===== src/rtl/core/fcsp_pkg.sv =====
// Shared types and constants for the container stream parser.
package fcsp_pkg;

  // Result codes carried on event_kind
  typedef enum logic [1:0] {
    EV_HDR_OK  = 2'd0,
    EV_HDR_BAD = 2'd1,
    EV_PAYLOAD = 2'd2,
    EV_END     = 2'd3
  } fcsp_ev_t;

  // Header signature and length limits
  localparam logic [7:0]  SIG_F        = 8'h46;
  localparam logic [7:0]  SIG_L        = 8'h4C;
  localparam logic [7:0]  SIG_V        = 8'h56;
  localparam logic [31:0] HDR_MIN_LEN  = 32'd9;
  localparam logic [3:0]  HDR_LAST_IDX = 4'd8;

  // Tag framing
  localparam logic [7:0] TAG_AUDIO     = 8'd8;
  localparam logic [7:0] TAG_VIDEO     = 8'd9;
  localparam logic [7:0] TAG_SCRIPT    = 8'd18;
  localparam logic [3:0] TAGHDR_LAST   = 4'd10;
  localparam logic [1:0] PREV_LAST     = 2'd3;

  // Classified word passed from front to back
  typedef struct packed {
    fcsp_ev_t    kind;
    logic [7:0]  value;    // payload byte or header version
    logic        flag_a;   // first_of_tag or audio flag
    logic        flag_b;   // last_of_tag or video flag
    logic [7:0]  ttype;
    logic [23:0] tsize;
    logic [23:0] ttime;
    logic [7:0]  lead;     // first payload byte of the tag
  } fcsp_rec_t;

  // Queue status seen by the stall logic, the back and the checks
  typedef struct packed {
    logic full;
    logic empty;
  } fcsp_qstat_t;

endpackage


===== src/rtl/core/fcsp_front.sv =====
// Front end: byte-level container parser that classifies each word.
module fcsp_front (
  input  logic              clk,
  input  logic              rst,
  input  logic              take,
  input  logic [7:0]        data_byte,
  input  logic              end_of_stream,
  output logic              push,
  output fcsp_pkg::fcsp_rec_t rec
);
  import fcsp_pkg::*;

  typedef enum logic [2:0] {
    M_HEADER, M_SKIP, M_PREV, M_TAGHDR, M_PAYLOAD, M_DONE, M_ERROR
  } mode_t;

  mode_t       mode;
  logic [31:0] counter;
  logic [23:0] hdr_acc;
  logic [31:0] header_size;
  logic [7:0]  cur_type;
  logic [23:0] cur_size;
  logic [23:0] cur_time;
  logic [7:0]  version;
  logic        audio_en;
  logic        video_en;
  logic        drop;
  logic        sig_ok;
  logic [7:0]  lead_byte;

  logic [31:0] hdr_len;
  logic        hdr_bad;
  logic [32:0] count_inc;
  logic        skip_done;
  logic        pay_first;
  logic        pay_last;

  // Shared compares
  assign hdr_len   = {hdr_acc, data_byte};
  assign hdr_bad   = !sig_ok || (hdr_len < HDR_MIN_LEN);
  assign count_inc = {1'b0, counter} + 33'd1;
  assign skip_done = count_inc >= {1'b0, header_size};
  assign pay_first = (counter == 32'd0);
  assign pay_last  = count_inc >= {9'd0, cur_size};

  // Advance the parse state on each accepted word
  always_ff @(posedge clk) begin
    if (rst) begin
      mode        <= M_HEADER;
      counter     <= '0;
      hdr_acc     <= '0;
      header_size <= '0;
      cur_type    <= '0;
      cur_size    <= '0;
      cur_time    <= '0;
      version     <= '0;
      audio_en    <= 1'b0;
      video_en    <= 1'b0;
      drop        <= 1'b0;
      sig_ok      <= 1'b0;
      lead_byte   <= '0;
    end else if (take) begin
      if (end_of_stream) begin
        mode <= M_DONE;
      end else begin
        unique case (mode)
          M_HEADER: begin
            case (counter[3:0])
              4'd0: sig_ok <= (data_byte == SIG_F);
              4'd1: sig_ok <= sig_ok && (data_byte == SIG_L);
              4'd2: sig_ok <= sig_ok && (data_byte == SIG_V);
              4'd3: version <= data_byte;
              4'd4: begin
                audio_en <= data_byte[2];
                video_en <= data_byte[0];
              end
              default: hdr_acc <= {hdr_acc[15:0], data_byte};
            endcase
            if (counter[3:0] != HDR_LAST_IDX) begin
              counter <= count_inc[31:0];
            end else begin
              header_size <= hdr_len;
              if (hdr_bad) begin
                mode <= M_ERROR;
              end else if (hdr_len > HDR_MIN_LEN) begin
                mode    <= M_SKIP;
                counter <= HDR_MIN_LEN;
              end else begin
                mode    <= M_PREV;
                counter <= '0;
              end
            end
          end
          M_SKIP: begin
            if (skip_done) begin
              counter <= '0;
              mode    <= M_PREV;
            end else begin
              counter <= count_inc[31:0];
            end
          end
          M_PREV: begin
            if (counter[1:0] == PREV_LAST) begin
              counter  <= '0;
              cur_size <= '0;
              cur_time <= '0;
              mode     <= M_TAGHDR;
            end else begin
              counter <= count_inc[31:0];
            end
          end
          M_TAGHDR: begin
            if (counter[3:0] == 4'd0) begin
              cur_type <= data_byte;
            end else if (counter[3:0] <= 4'd3) begin
              cur_size <= {cur_size[15:0], data_byte};
            end else if (counter[3:0] <= 4'd6) begin
              cur_time <= {cur_time[15:0], data_byte};
            end
            if (counter[3:0] != TAGHDR_LAST) begin
              counter <= count_inc[31:0];
            end else begin
              // Drop unknown tags and the first tag of an undeclared kind
              if (cur_type == TAG_AUDIO) begin
                drop     <= !audio_en;
                audio_en <= 1'b1;
              end else if (cur_type == TAG_VIDEO) begin
                drop     <= !video_en;
                video_en <= 1'b1;
              end else begin
                drop <= (cur_type != TAG_SCRIPT);
              end
              counter <= '0;
              mode    <= (cur_size == 24'd0) ? M_PREV : M_PAYLOAD;
            end
          end
          M_PAYLOAD: begin
            if (pay_first) begin
              lead_byte <= data_byte;
            end
            if (pay_last) begin
              counter <= '0;
              mode    <= M_PREV;
            end else begin
              counter <= count_inc[31:0];
            end
          end
          M_DONE, M_ERROR: begin
            counter <= counter;
          end
          default: mode <= M_ERROR;
        endcase
      end
    end
  end

  // Classify the word into a queue record
  always_comb begin
    push = 1'b0;
    rec  = '0;
    if (take) begin
      if (end_of_stream) begin
        push     = 1'b1;
        rec.kind = EV_END;
      end else if (mode == M_HEADER && counter[3:0] == HDR_LAST_IDX) begin
        push       = 1'b1;
        rec.kind   = hdr_bad ? EV_HDR_BAD : EV_HDR_OK;
        rec.value  = version;
        rec.flag_a = audio_en;
        rec.flag_b = video_en;
      end else if (mode == M_PAYLOAD && !drop) begin
        push       = 1'b1;
        rec.kind   = EV_PAYLOAD;
        rec.value  = data_byte;
        rec.flag_a = pay_first;
        rec.flag_b = pay_last;
        rec.ttype  = cur_type;
        rec.tsize  = cur_size;
        rec.ttime  = cur_time;
        rec.lead   = pay_first ? data_byte : lead_byte;
      end
    end
  end

endmodule


===== src/rtl/core/fcsp_queue.sv =====
// Small first-in first-out queue between the parser front and back.
module fcsp_queue #(
  parameter int DEPTH = 4
) (
  input  logic                clk,
  input  logic                rst,
  input  logic                push,
  input  fcsp_pkg::fcsp_rec_t rec_in,
  input  logic                pop,
  output fcsp_pkg::fcsp_rec_t rec_out,
  output fcsp_pkg::fcsp_qstat_t status
);
  import fcsp_pkg::*;

  localparam int PW = (DEPTH > 1) ? $clog2(DEPTH) : 1;
  localparam int CW = $clog2(DEPTH + 1);
  localparam logic [PW-1:0] LAST_PTR = PW'(DEPTH - 1);
  localparam logic [CW-1:0] FULL_CNT = CW'(DEPTH);

  fcsp_rec_t     slots [DEPTH];
  logic [PW-1:0] wr_ptr;
  logic [PW-1:0] rd_ptr;
  logic [CW-1:0] count;

  // Store incoming words
  always_ff @(posedge clk) begin
    if (push) begin
      slots[wr_ptr] <= rec_in;
    end
  end

  // Advance pointers and occupancy
  always_ff @(posedge clk) begin
    if (rst) begin
      wr_ptr <= '0;
      rd_ptr <= '0;
      count  <= '0;
    end else begin
      if (push) begin
        wr_ptr <= (wr_ptr == LAST_PTR) ? '0 : wr_ptr + PW'(1);
      end
      if (pop) begin
        rd_ptr <= (rd_ptr == LAST_PTR) ? '0 : rd_ptr + PW'(1);
      end
      case ({push, pop})
        2'b10:   count <= count + CW'(1);
        2'b01:   count <= count - CW'(1);
        default: count <= count;
      endcase
    end
  end

  assign rec_out      = slots[rd_ptr];
  assign status.full  = (count == FULL_CNT);
  assign status.empty = (count == '0);

endmodule


===== src/rtl/core/fcsp_back.sv =====
// Back end: expands queued words into result fields behind an output register.
module fcsp_back (
  input  logic                 clk,
  input  logic                 rst,
  input  fcsp_pkg::fcsp_rec_t  rec,
  input  fcsp_pkg::fcsp_qstat_t status,
  output logic                 pop,
  output logic                 event_valid,
  input  logic                 event_stall,
  output logic [1:0]           event_kind,
  output logic [7:0]           tag_kind,
  output logic [23:0]          tag_length,
  output logic [23:0]          tag_time,
  output logic                 first_of_tag,
  output logic                 last_of_tag,
  output logic [7:0]           payload_value,
  output logic [3:0]           upper_nibble,
  output logic [3:0]           lower_nibble,
  output logic [7:0]           stream_version,
  output logic                 audio_present,
  output logic                 video_present
);
  import fcsp_pkg::*;

  // Load a new word when the output slot is free or being taken
  assign pop = !status.empty && (!event_valid || !event_stall);

  always_ff @(posedge clk) begin
    if (rst) begin
      event_valid <= 1'b0;
    end else if (pop) begin
      event_valid <= 1'b1;
    end else if (!event_stall) begin
      event_valid <= 1'b0;
    end
  end

  // Decode the word by kind; fields that do not apply read zero
  always_ff @(posedge clk) begin
    if (pop) begin
      event_kind <= rec.kind;
      unique case (rec.kind)
        EV_HDR_OK, EV_HDR_BAD: begin
          tag_kind       <= '0;
          tag_length     <= '0;
          tag_time       <= '0;
          first_of_tag   <= 1'b0;
          last_of_tag    <= 1'b0;
          payload_value  <= '0;
          upper_nibble   <= '0;
          lower_nibble   <= '0;
          stream_version <= rec.value;
          audio_present  <= rec.flag_a;
          video_present  <= rec.flag_b;
        end
        EV_PAYLOAD: begin
          tag_kind       <= rec.ttype;
          tag_length     <= rec.tsize;
          tag_time       <= rec.ttime;
          first_of_tag   <= rec.flag_a;
          last_of_tag    <= rec.flag_b;
          payload_value  <= rec.value;
          upper_nibble   <= rec.lead[7:4];
          lower_nibble   <= rec.lead[3:0];
          stream_version <= '0;
          audio_present  <= 1'b0;
          video_present  <= 1'b0;
        end
        default: begin
          tag_kind       <= '0;
          tag_length     <= '0;
          tag_time       <= '0;
          first_of_tag   <= 1'b0;
          last_of_tag    <= 1'b0;
          payload_value  <= '0;
          upper_nibble   <= '0;
          lower_nibble   <= '0;
          stream_version <= '0;
          audio_present  <= 1'b0;
          video_present  <= 1'b0;
        end
      endcase
    end
  end

endmodule


===== src/rtl/core/flv_container_stream_parser_unit.sv =====
// Top level of the container stream parser: front, word queue, back.
// Takes one stream byte per cycle while the word queue is not full, and gives at
// most one result per byte: a header verdict on the ninth header byte, one result
// per passed payload byte, and an end result per end marker. A result passes
// through the word queue and then the output register. The front stalls only
// when the QUEUE_DEPTH-entry word queue is full, which happens only while the
// result side holds off. Other header bytes, tag framing and previous-size words
// are consumed without results. A bad header leaves the block ignoring data
// until reset; an end marker is honored in every state.
module flv_container_stream_parser_unit #(
  parameter int QUEUE_DEPTH = 4
) (
  input  logic        clk,
  input  logic        rst,
  input  logic        data_valid,
  output logic        data_stall,
  input  logic [7:0]  data_byte,
  input  logic        end_of_stream,
  output logic        event_valid,
  input  logic        event_stall,
  output logic [1:0]  event_kind,
  output logic [7:0]  tag_kind,
  output logic [23:0] tag_length,
  output logic [23:0] tag_time,
  output logic        first_of_tag,
  output logic        last_of_tag,
  output logic [7:0]  payload_value,
  output logic [3:0]  upper_nibble,
  output logic [3:0]  lower_nibble,
  output logic [7:0]  stream_version,
  output logic        audio_present,
  output logic        video_present
);
  import fcsp_pkg::*;

  logic        take;
  logic        push;
  logic        pop;
  fcsp_rec_t   rec_in;
  fcsp_rec_t   rec_out;
  fcsp_qstat_t qstat;

  // Hold the byte side off while the queue is full
  assign data_stall = qstat.full;
  assign take       = data_valid && !data_stall;

  fcsp_front u_front (
    .clk           (clk),
    .rst           (rst),
    .take          (take),
    .data_byte     (data_byte),
    .end_of_stream (end_of_stream),
    .push          (push),
    .rec           (rec_in)
  );

  fcsp_queue #(
    .DEPTH (QUEUE_DEPTH)
  ) u_queue (
    .clk     (clk),
    .rst     (rst),
    .push    (push),
    .rec_in  (rec_in),
    .pop     (pop),
    .rec_out (rec_out),
    .status  (qstat)
  );

  fcsp_back u_back (
    .clk            (clk),
    .rst            (rst),
    .rec            (rec_out),
    .status         (qstat),
    .pop            (pop),
    .event_valid    (event_valid),
    .event_stall    (event_stall),
    .event_kind     (event_kind),
    .tag_kind       (tag_kind),
    .tag_length     (tag_length),
    .tag_time       (tag_time),
    .first_of_tag   (first_of_tag),
    .last_of_tag    (last_of_tag),
    .payload_value  (payload_value),
    .upper_nibble   (upper_nibble),
    .lower_nibble   (lower_nibble),
    .stream_version (stream_version),
    .audio_present  (audio_present),
    .video_present  (video_present)
  );

  // An end marker always reaches the queue
  a_end_queued: assert property (@(posedge clk) disable iff (rst)
    take && end_of_stream |=> !qstat.empty)
    else $error("end marker not queued");

  // Queue never pushes while full
  a_no_overflow: assert property (@(posedge clk) disable iff (rst)
    qstat.full |-> !push)
    else $error("push into full queue");

  // Tag position flags only on payload results
  a_flags_payload: assert property (@(posedge clk) disable iff (rst)
    event_valid && (event_kind != EV_PAYLOAD) |-> !first_of_tag && !last_of_tag)
    else $error("tag flags on non-payload result");

  // Header fields only on header results
  a_hdr_fields: assert property (@(posedge clk) disable iff (rst)
    event_valid && (event_kind == EV_PAYLOAD || event_kind == EV_END)
      |-> stream_version == 8'd0 && !audio_present && !video_present)
    else $error("header fields on non-header result");

endmodule

===== config.mk =====
export PLATFORM = sky130hd
export DESIGN_NAME = flv_container_stream_parser_unit
export DESIGN_NICKNAME = d
export VERILOG_FILES = /design/src/rtl/core/fcsp_pkg.sv /design/src/rtl/core/fcsp_front.sv /design/src/rtl/core/fcsp_queue.sv /design/src/rtl/core/fcsp_back.sv /design/src/rtl/core/flv_container_stream_parser_unit.sv
export SDC_FILE = /design/constraint.sdc
export NUM_CORES = 1
export LEC_CHECK = 0
export BUFFER_PORTS_ARGS = -buffer_cell sky130_fd_sc_hd__clkbuf_2
export CORE_UTILIZATION = 45
export DETAILED_ROUTE_END_ITERATION = 8
export GPL_ROUTABILITY_DRIVEN = 0
export PLACE_DENSITY = 0.64
export SYNTH_ARGS = -nofsm -noshare
export SYNTH_HDL_FRONTEND = slang
export SYNTH_SLANG_ARGS = --single-unit

===== constraint.sdc =====
create_clock -name clk -period 8.26 [get_ports clk]
set_input_delay 1.239 -clock clk [delete_from_list [all_inputs] [get_ports clk]]
set_output_delay 1.239 -clock clk [all_outputs]
set_load 0.05 [all_outputs]

# == Word level (Yosys, flattened, before mapping) ==
# Memory sizes are Yosys's and may differ from the RTL's. A register that Yosys moved wholly into a read port is not among the register bits.
# Index checks and enable logic that the tools add are counted.
# op_classes
add_sub_neg,5
n_lt_le_gt_ge,6
n_eq_ne,45
n_mux,59
bitwise_logic,4
reduce_logical,43
# ops
operator,count
two-way mux 32 bit,6
case mux 32 bit (5 select lines),1
two-way mux 76 bit,2
two-way mux 24 bit,6
case mux 24 bit (2 select lines),2
two-way mux 74 bit,1
two-way mux 64 bit,1
adder 32 x 1 -> 33 bit (second input constant),1
greater-or-equal comparator 33 x 24 -> 1 bit,1
greater-or-equal comparator 33 x 32 -> 1 bit,1
> comparator 32 x 4 -> 1 bit (second input constant),1
logical NOT 32 bit,1
less-than comparator 32 x 4 -> 1 bit (second input constant),1
AND reduction 4 bit,7
equality test 8 x 7 -> 1 bit (second input constant),3
logical NOT 24 bit,1
two-way mux 3 bit,8
AND reduction 7 bit,3
two-way mux 1 bit,18
case mux 3 bit (6 select lines),1
equality test 8 x 4 -> 1 bit (second input constant),2
equality test 3 bit (second input constant),4
two-way mux 12 bit,1
two-way mux 2 bit,6
38 further kinds,83
# word_totals
register_bits,261
ramBits,304
inputBits,13
out_inout_bits,88
elab_cells,192
mem_count,1
# mem_list
name,words,width,read_ports,rd_clocked_by_memory_dff,write_ports,line_no,rtl
u_queue.slots,4,76,1,1,1,fcsp_queue.sv:20,fcsp_rec_t slots [DEPTH];

# == Longest topological paths before layout ==
# Gate-level depths: netlist of the first run.
# logic_depth
ltp_word,8
mapped_depth,19

# == Modules after synthesis ==
# A second synthesis of the first run with hierarchy kept.
# unflattened
cells_unflattened,1909
area_unflattened_um2,24558.6
# modules_own_cells
mod,instances,cells_per_inst,area_each_um2,seq_area_each_um2
fcsp_queue,1,445,11458.5,9308.9
fcsp_front,1,1279,9786.9,3343.2
fcsp_back,1,184,3299.4,2602.5
flv_container_stream_parser_unit,1,1,13.8,0.0

# == Least setup slack after synthesis of the first run ==
# Ideal clock, no wire load.
# synth_path
path_kind,input to register
from,input port event_stall
to,register u_queue.count[2]
setup_ns,0.070
arrival_time_ns,7.311
t_required_ns,8.190
slack_ns,0.879
cell_stages,7
cell_sequence,a21oi_1 ha_1 inv_1 fa_1 xor2_1 or3_1 a21oi_1
# synth_between
elab_chain_cells,5
elab_cells_between_ends,7
classes_between,eq/ne: 2; mux: 1; reduce/logical: 4
# synth_lines
element,line_no,rtl
start: declaration,flv_container_stream_parser_unit.sv:20,"input logic event_stall,"
logical NOT 1 bit *,fcsp_back.sv:26,assign pop = !status.empty && (!event_valid || !event_stall);
logical OR 1 bit *,fcsp_back.sv:26,
logical AND 1 bit *,fcsp_back.sv:26,
equality test 2 x 1 -> 1 bit / equality test 2 bit (equally long branches),fcsp_queue.sv:45,"case ({push, pop})"
case mux 3 bit (2 select lines) / nonzero test 2 bit (equally long branches),-,
end signal: assignment,fcsp_queue.sv:46,2'b10: count <= count + CW'(1);
end signal: assignment,fcsp_queue.sv:47,2'b01: count <= count - CW'(1);
end signal: assignment,fcsp_queue.sv:48,default: count <= count;
end: declaration,fcsp_queue.sv:23,logic [CW-1:0] count;
# Every way passes the cells marked *; elsewhere a longest branch is shown, timed or not.
# A chain may end at the register's enable or synchronous reset.

# == Worst setup path after layout of the first run ==
# layout_path
from,register u_front.counter[0]
to,register u_front.counter[25]
# layout_between
elab_chain_cells,4
elab_cells_between_ends,14
classes_between,add/sub: 1; order compare: 2; eq/ne: 4; mux: 6; reduce/logical: 1
# layout_lines
element,line_no,rtl
start: declaration,fcsp_front.sv:18,logic [31:0] counter;
start signal: assignment,fcsp_front.sv:80,counter <= count_inc[31:0];
start signal: assignment,fcsp_front.sv:99,counter <= count_inc[31:0];
start signal: assignment,fcsp_front.sv:109,counter <= count_inc[31:0];
adder 32 x 1 -> 33 bit,fcsp_front.sv:41,"assign count_inc = {1'b0, counter} + 33'd1;"
greater-or-equal comparator 33 x 24 -> 1 bit / greater-or-equal comparator 33 x 32 -> 1 bit (equally long branches),"fcsp_front.sv:44, fcsp_front.sv:42",
"two-way mux 32 bit, on equally long branches","fcsp_front.sv:141, fcsp_front.sv:95",
case mux 32 bit (5 select lines),fcsp_front.sv:66,unique case (mode)
# Several ways; a longest one is shown, not always the timed one.

==> flow_summary_export.csv, run 1 <==
group,metric,value,unit
status,status,"finished, final reports clean",
cells_and_area,layout-drive-gt1-share,0.155,
yosys,synth_area,24400,um^2
timing,worst_slew_pin_slew,1030,ps
global_route,grt_pass1_vias,15110,
worst_setup_path,worstSetupStartpointType,"flop",
clocking,clk_pin_slew,60,ps
floorplanning,die_h,235,um
timing,finalSetupViolations,0,
route,drc,0,
worst_setup_path,r2r_start,"u_front.counter[0]",
global_route,gr-total-overflow,0,
placed_design,place_ws,2880,ps
cells_and_area,stdcell_count,2704,
floorplanning,start_util,0.459,
timing,layout_setup_ws,2750,ps
clocking,post_cts_buffers,0,
floorplanning,io_pins,101,
yosys,ys_seq_area_frac,0.626,
route,viasPerCell,5.59,
yosys,yosysMostFrequentCell,"edfxtp_1",
clocking,hold_buffers,0,
timing,clock_skew,17.7,ps
cells_and_area,area_growth_syn_to_layout,12.0,%
yosys,synth-edff-count,390,
global_route,gr-usage-all-layers,0.194,
cells_and_area,finalNetCount,2049,
yosys,yosysWarnings,0,
cells_and_area,stdcell_area,27300,um^2
timing,relSlewSlack,0.314,
clocking,cts_max_level,2,
timing,min_period,5510,ps
timing,drv_slew,0,
floorplanning,dieArea,55100,um^2
power_and_ir_drop,p_leak,0.00941,uW
clocking,insertion_delay,610,ps
worst_setup_path,cp-end-kind,"flop",
yosys,synth_cells,1917,
placed_design,dp_hpwl,34200,um
placed_design,numPortBuffers,100,
yosys,synth-seq-cells,567,
yosys,async_flop_share,0,
route,first_iter_violations,1209,
clocking,ctsResizeCount,0,
floorplanning,rows,84,
route,wl,53100,um
yosys,yosys.area.top_type,"edfxtp_1",
yosys,synth_top_area_share,0.480,
yosys,netlist_top_cells_area,"edfxtp_1, dfxtp_1, mux4_2",
yosys,syn_nets,1998,
yosys,ys_top_cells_by_count,"edfxtp_1, dfxtp_1, nand2_1",
worst_hold_path,hold_class,"flop to flop",
clocking,cts-buffers-inserted,56,
power_and_ir_drop,fin_total_pwr,8730,uW
route,dr.pass1.iters,5,
global_route,grt_max_degree,95,
global_route,grt_pass1_wl,84100,um
yosys,synthFlopType,"edfxtp_1",
worst_setup_path,required,8810,ps
timing,rsz0062_at_grt,"false",
worst_setup_path,r2r_slack,2750,ps
cells_and_area,nFillCells,4485,
floorplanning,core-area,53100,um^2
worst_setup_path,crit_start,"u_front.counter[0]",
worst_setup_path,path_max_fanout,24,
worst_hold_path,min-delay-start,"u_front.cur_time[23]",
timing,hold_viol,0,
floorplanning,die_w,235,um
timing,finalCritPeriodShare,0.668,
worst_setup_path,critical_path_class,"flop to flop",
clocking,clk_root_buffer_cell,"clkbuf_16",
worst_setup_path,worstPathArrival,6060,ps
power_and_ir_drop,irDropWorstVdd,0.204,mV
route,ant_nets,0,
power_and_ir_drop,power_density,319,nW/um^2
placed_design,dp_cells,2598,
route,num_vias,15128,
clocking,numClockSinks,567,
yosys,synth_cell_type_count,73,
clocking,cts_buffer_depth,3,
global_route,antenna_found_initial,0,
timing,timing.fmax,181,MHz
timing,tns,0,ps
yosys,syn_area_per_cell,12.7,um^2
clocking,cts_tree,"done",
flow_run,drv_cap,0,
placed_design,dpl-instance-area,25400,um^2
route,wl_per_cell,19.7,um
-- layout make-up --
class                           instances  area [um^2]  share of cell area
Antenna cell                            1         2.50           0.0000916
Clock buffer                           77         1590              0.0583
Clock inverter                         28          313              0.0115
Inverter                               88          330              0.0121
Multi-Input combinational cell       1137         8320               0.305
Sequential cell                       567        15300               0.559
Tap cell                              688          861              0.0315
Timing Repair Buffer                  118          638              0.0234
-- report_power, final --
part | total, uW | switching [uW] | internal, uW
Combinational | 2370 | 1630 | 741
Sequential | 3750 | 220 | 3530
Clock | 2610 | 1070 | 1540
Total | 8730 | 2920 | 5810
-- state kept, by name, indices dropped and copies added, names as in the netlist, 24 cells and up, named ones only --
signal / count
u_back.tag_length: 24
u_back.tag_time: 24
u_front.counter: 32
u_front.cur_size: 24
u_front.cur_time: 24
u_front.hdr_acc: 24
u_front.header_size: 32
u_queue.slots: 304
-- kinds of logic (layout without fill, tap and decap cells) --
logic type,after synthesis,in the layout,share of synthesized area
AOI/OAI and AO/OA,243,243,0.0633
xor gates and xnor gates,31,31,0.0111
adders and majority gates,68,68,0.0352
buffers and inverters,213,311,0.0355
DFF,567,567,0.626
muxes,136,136,0.0948
other,0,1,0
and+or+nand+nor,659,659,0.135
-- through the flow --
stage,hold WS [ps],utilization
floorplan,427,-
global placement,436,0.479
detailed placement,440,0.479
CTS,449,0.515
global route,464,0.515
finish,448,0.515
-- path summary, 6_finish.rpt --
path / to / cells past startpoint
setup / recovery: u_front.counter[25] / 17
hold / removal: u_front.cur_time[23] / 2
setup reg to reg: u_front.counter[25] / 17
hold reg to reg: u_front.cur_time[23] / 2
-- routing by layer --
metal	routed length (um)	global-route usage
met5	0	0
met4	1640	0.0660
met3	2800	0.0341
met2	25800	0.326
met1	22900	0.253
-- cells in the final DEF, fill, tap and decap left out, types with 42 or more instances in the layout --
cell / n
clkbuf_2: 99
nor2b_1: 78
edfxtp_1: 390
a21oi_1: 127
nand2_1: 171
inv_1: 87
nor2_1: 149
ha_1: 67
and2_1: 42
mux2i_1: 60
nand3_1: 78
mux4_2: 76
dfxtp_1: 175
clkbuf_16: 57
-- worst max-delay path, stage by stage (launching register included) --
cell and delay [ps]:
dfxtp_1 530, ha_1 370, nand4_2 210, or4_1 650
nor2_1 240, and3_1 260, nand3_1 110, xnor2_1 300
ha_1 320, nand4_1 120, nor3_1 90, a31oi_1 260
o2111ai_1 200, nor4_2 280, nand3_2 200, a211o_4 500
nor3_4 550, a221o_1 260
Note: power is estimated with default switching activity, not from simulation.
==> inputs of run 2 (changes only) <==
PLACE_DENSITY = 0.67   (was 0.64)
clock period = 4.9 ns   (was 8.26 ns; I/O delays follow)
==> flow_summary_export.csv, run 2 (synthesized netlist as in run 1, its figures left out) <==
group,metric,value,unit
status,status,"finished, final reports clean",
worst_hold_path,min-delay-start,"event_stall",
timing,finalSetupViolations,0,
timing,min_period,4720,ps
route,viasPerCell,5.66,
cells_and_area,largestRegisters,"u_queue.slots: 304 flops, u_front.counter: 32 flops, u_front.header_size: 32 flops",
timing,relSlewSlack,0.267,
timing,clock_skew,29.7,ps
route,wl_per_cell,19.5,um
worst_setup_path,worstSetupStartpointType,"flop",
cells_and_area,most-common-layout-cells,"edfxtp_1, dfxtp_1, nand2_1",
route,num_vias,15409,
power_and_ir_drop,irDropWorstVdd,0.360,mV
timing,layout_setup_ws,184,ps
floorplanning,core-area,53100,um^2
worst_setup_path,worstPathArrival,5230,ps
cells_and_area,regMostFlops,"u_queue.slots",
route,first_iter_violations,1336,
timing,worst_slew_pin_slew,1100,ps
worst_hold_path,min_to,"u_back.event_valid",
route,drc,0,
placed_design,dp_hpwl,34600,um
timing,tns,0,ps
clocking,cts_tree,"done",
worst_setup_path,r2r_slack,180,ps
cells_and_area,layout-drive-gt1-share,0.167,
route,dr.pass1.iters,6,
power_and_ir_drop,power_density,541,nW/um^2
clocking,cts-buffers-inserted,55,
global_route,grt_pass1_vias,15120,
worst_hold_path,hold_class,"primary input to flop",
floorplanning,start_util,0.459,
cells_and_area,largest_register_ffs,304,
worst_setup_path,r2r_cells,16,
floorplanning,dieArea,55100,um^2
clocking,numClockSinks,567,
worst_setup_path,slowest_stage,"or4_4",
placed_design,numPortBuffers,100,
clocking,cts_buffer_depth,3,
route,wl,53200,um
global_route,grt_pass1_wl,83600,um
global_route,grt_max_degree,77,
worst_setup_path,crit_family,"simple AND/OR/NAND/NOR gates",
route,ant_nets,0,
worst_setup_path,path_max_fanout,12,
power_and_ir_drop,p_leak,0.00958,uW
worst_setup_path,r2r-end,"u_front.counter[3]",
clocking,cts_max_level,2,
floorplanning,io_pins,101,
worst_setup_path,cpPeakStageDelay,600,ps
worst_setup_path,critical_path_class,"flop to flop",
worst_setup_path,r2r_start,"u_front.counter[1]",
timing,hold_viol,0,
clocking,clk_root_buffer_cell,"clkbuf_16",
timing,finalCritPeriodShare,0.962,
global_route,gr-total-overflow,0,
clocking,clk_pin_slew,70,ps
floorplanning,die_h,235,um
placed_design,place_ws,100,ps
floorplanning,rows,84,
clocking,insertion_delay,620,ps
timing,timing.fmax,212,MHz
worst_setup_path,crit_path_frequent_cell,"ha_1",
floorplanning,die_w,235,um
cells_and_area,finalNetCount,2069,
global_route,gr-usage-all-layers,0.192,
worst_setup_path,required,5410,ps
worst_hold_path,worstHoldPathCells,3,
global_route,antenna_found_initial,0,
flow_run,drv_cap,0,
cells_and_area,mostFrequentLayoutCell,"edfxtp_1",
cells_and_area,area_growth_syn_to_layout,13.3,%
worst_setup_path,cp-end-kind,"flop",
worst_setup_path,path_cells,"ha_1 -> nand4_2 -> or4_4 -> nor2_1 -> nand3_1 -> xnor2_1 -> ha_1 -> nand4_1 -> nor3_1 -> a31oi_1 -> o2111ai_1 -> nor4_2 -> nand3_2 -> a211o_2 -> nand2b_1 -> a211oi_1",
timing,drv_slew,0,
timing,rsz0062_at_grt,"false",
worst_setup_path,crit_buf_inv,0,
cells_and_area,nFillCells,4378,
## run 2: power by group
part           total [uW]  internal (uW)  switching, uW
Sequential           6270           5940            324
Combinational        4080           1280           2800
Clock                4590           2790           1810
## run 2: worst max-delay path by stage
stage	start	cells after the start	slack (ps)	to
floorplan	u_back.event_valid	7	150	u_queue.count[2]
global placement	u_front.counter[0]	18	290	u_front.counter[15]
detailed placement	u_front.counter[0]	18	100	u_front.counter[5]
CTS	u_front.counter[0]	18	80	u_front.counter[5]
global route	u_front.counter[1]	17	10	u_front.counter[3]
finish	u_front.counter[1]	16	180	u_front.counter[3]
## run 2: tightest hold or removal path: cells and delay by family
family / cells / cell delay (ps)
and+or+nand+nor: 1 / 70
buffers and inverters: 1 / 110
AOI/OAI and AO/OA: 1 / 50
## run 2: timing repair
item | 4_1_cts | 5_1_grt
hold buffers | 0 | 0
hold endpoints to repair | 0 | 0
endpoints found under the setup margin | 0 | 27
resized for setup | 0 | 9
buffers inserted | 0 | 0
## run 2: final cells by class
type	count	area (um^2)	area share
Antenna cell	1	2.50	0.0000906
Clock buffer	73	1580	0.0571
Clock inverter	31	417	0.0151
Inverter	88	330	0.0120
Multi-Input combinational cell	1138	8360	0.303
Sequential cell	567	15300	0.553
Tap cell	688	861	0.0312
Timing Repair Buffer	138	801	0.0290
## run 2: metal layers
layer	global-route usage	vias up	routed length, um
met2	0.317	465	26000
li1	-	7164	-
met5	0	-	0
met4	0.0841	0	2090
met3	0.0368	129	2960
met1	0.246	7651	22200
## run 2: per-stage QoR
stage                     total power [uW]  hold slack [ps]  std cells  instance area, um^2   util
after global placement               10400              438       2618                25600  0.482
after global routing                 15500              431       2723                27600  0.520
after CTS                            15100              389       2722                27600  0.519
final                                14900              419       2724                27600  0.520
after floorplan                       9530              427       1917                24400      -
after detailed placement             10500              441       2618                25600  0.482
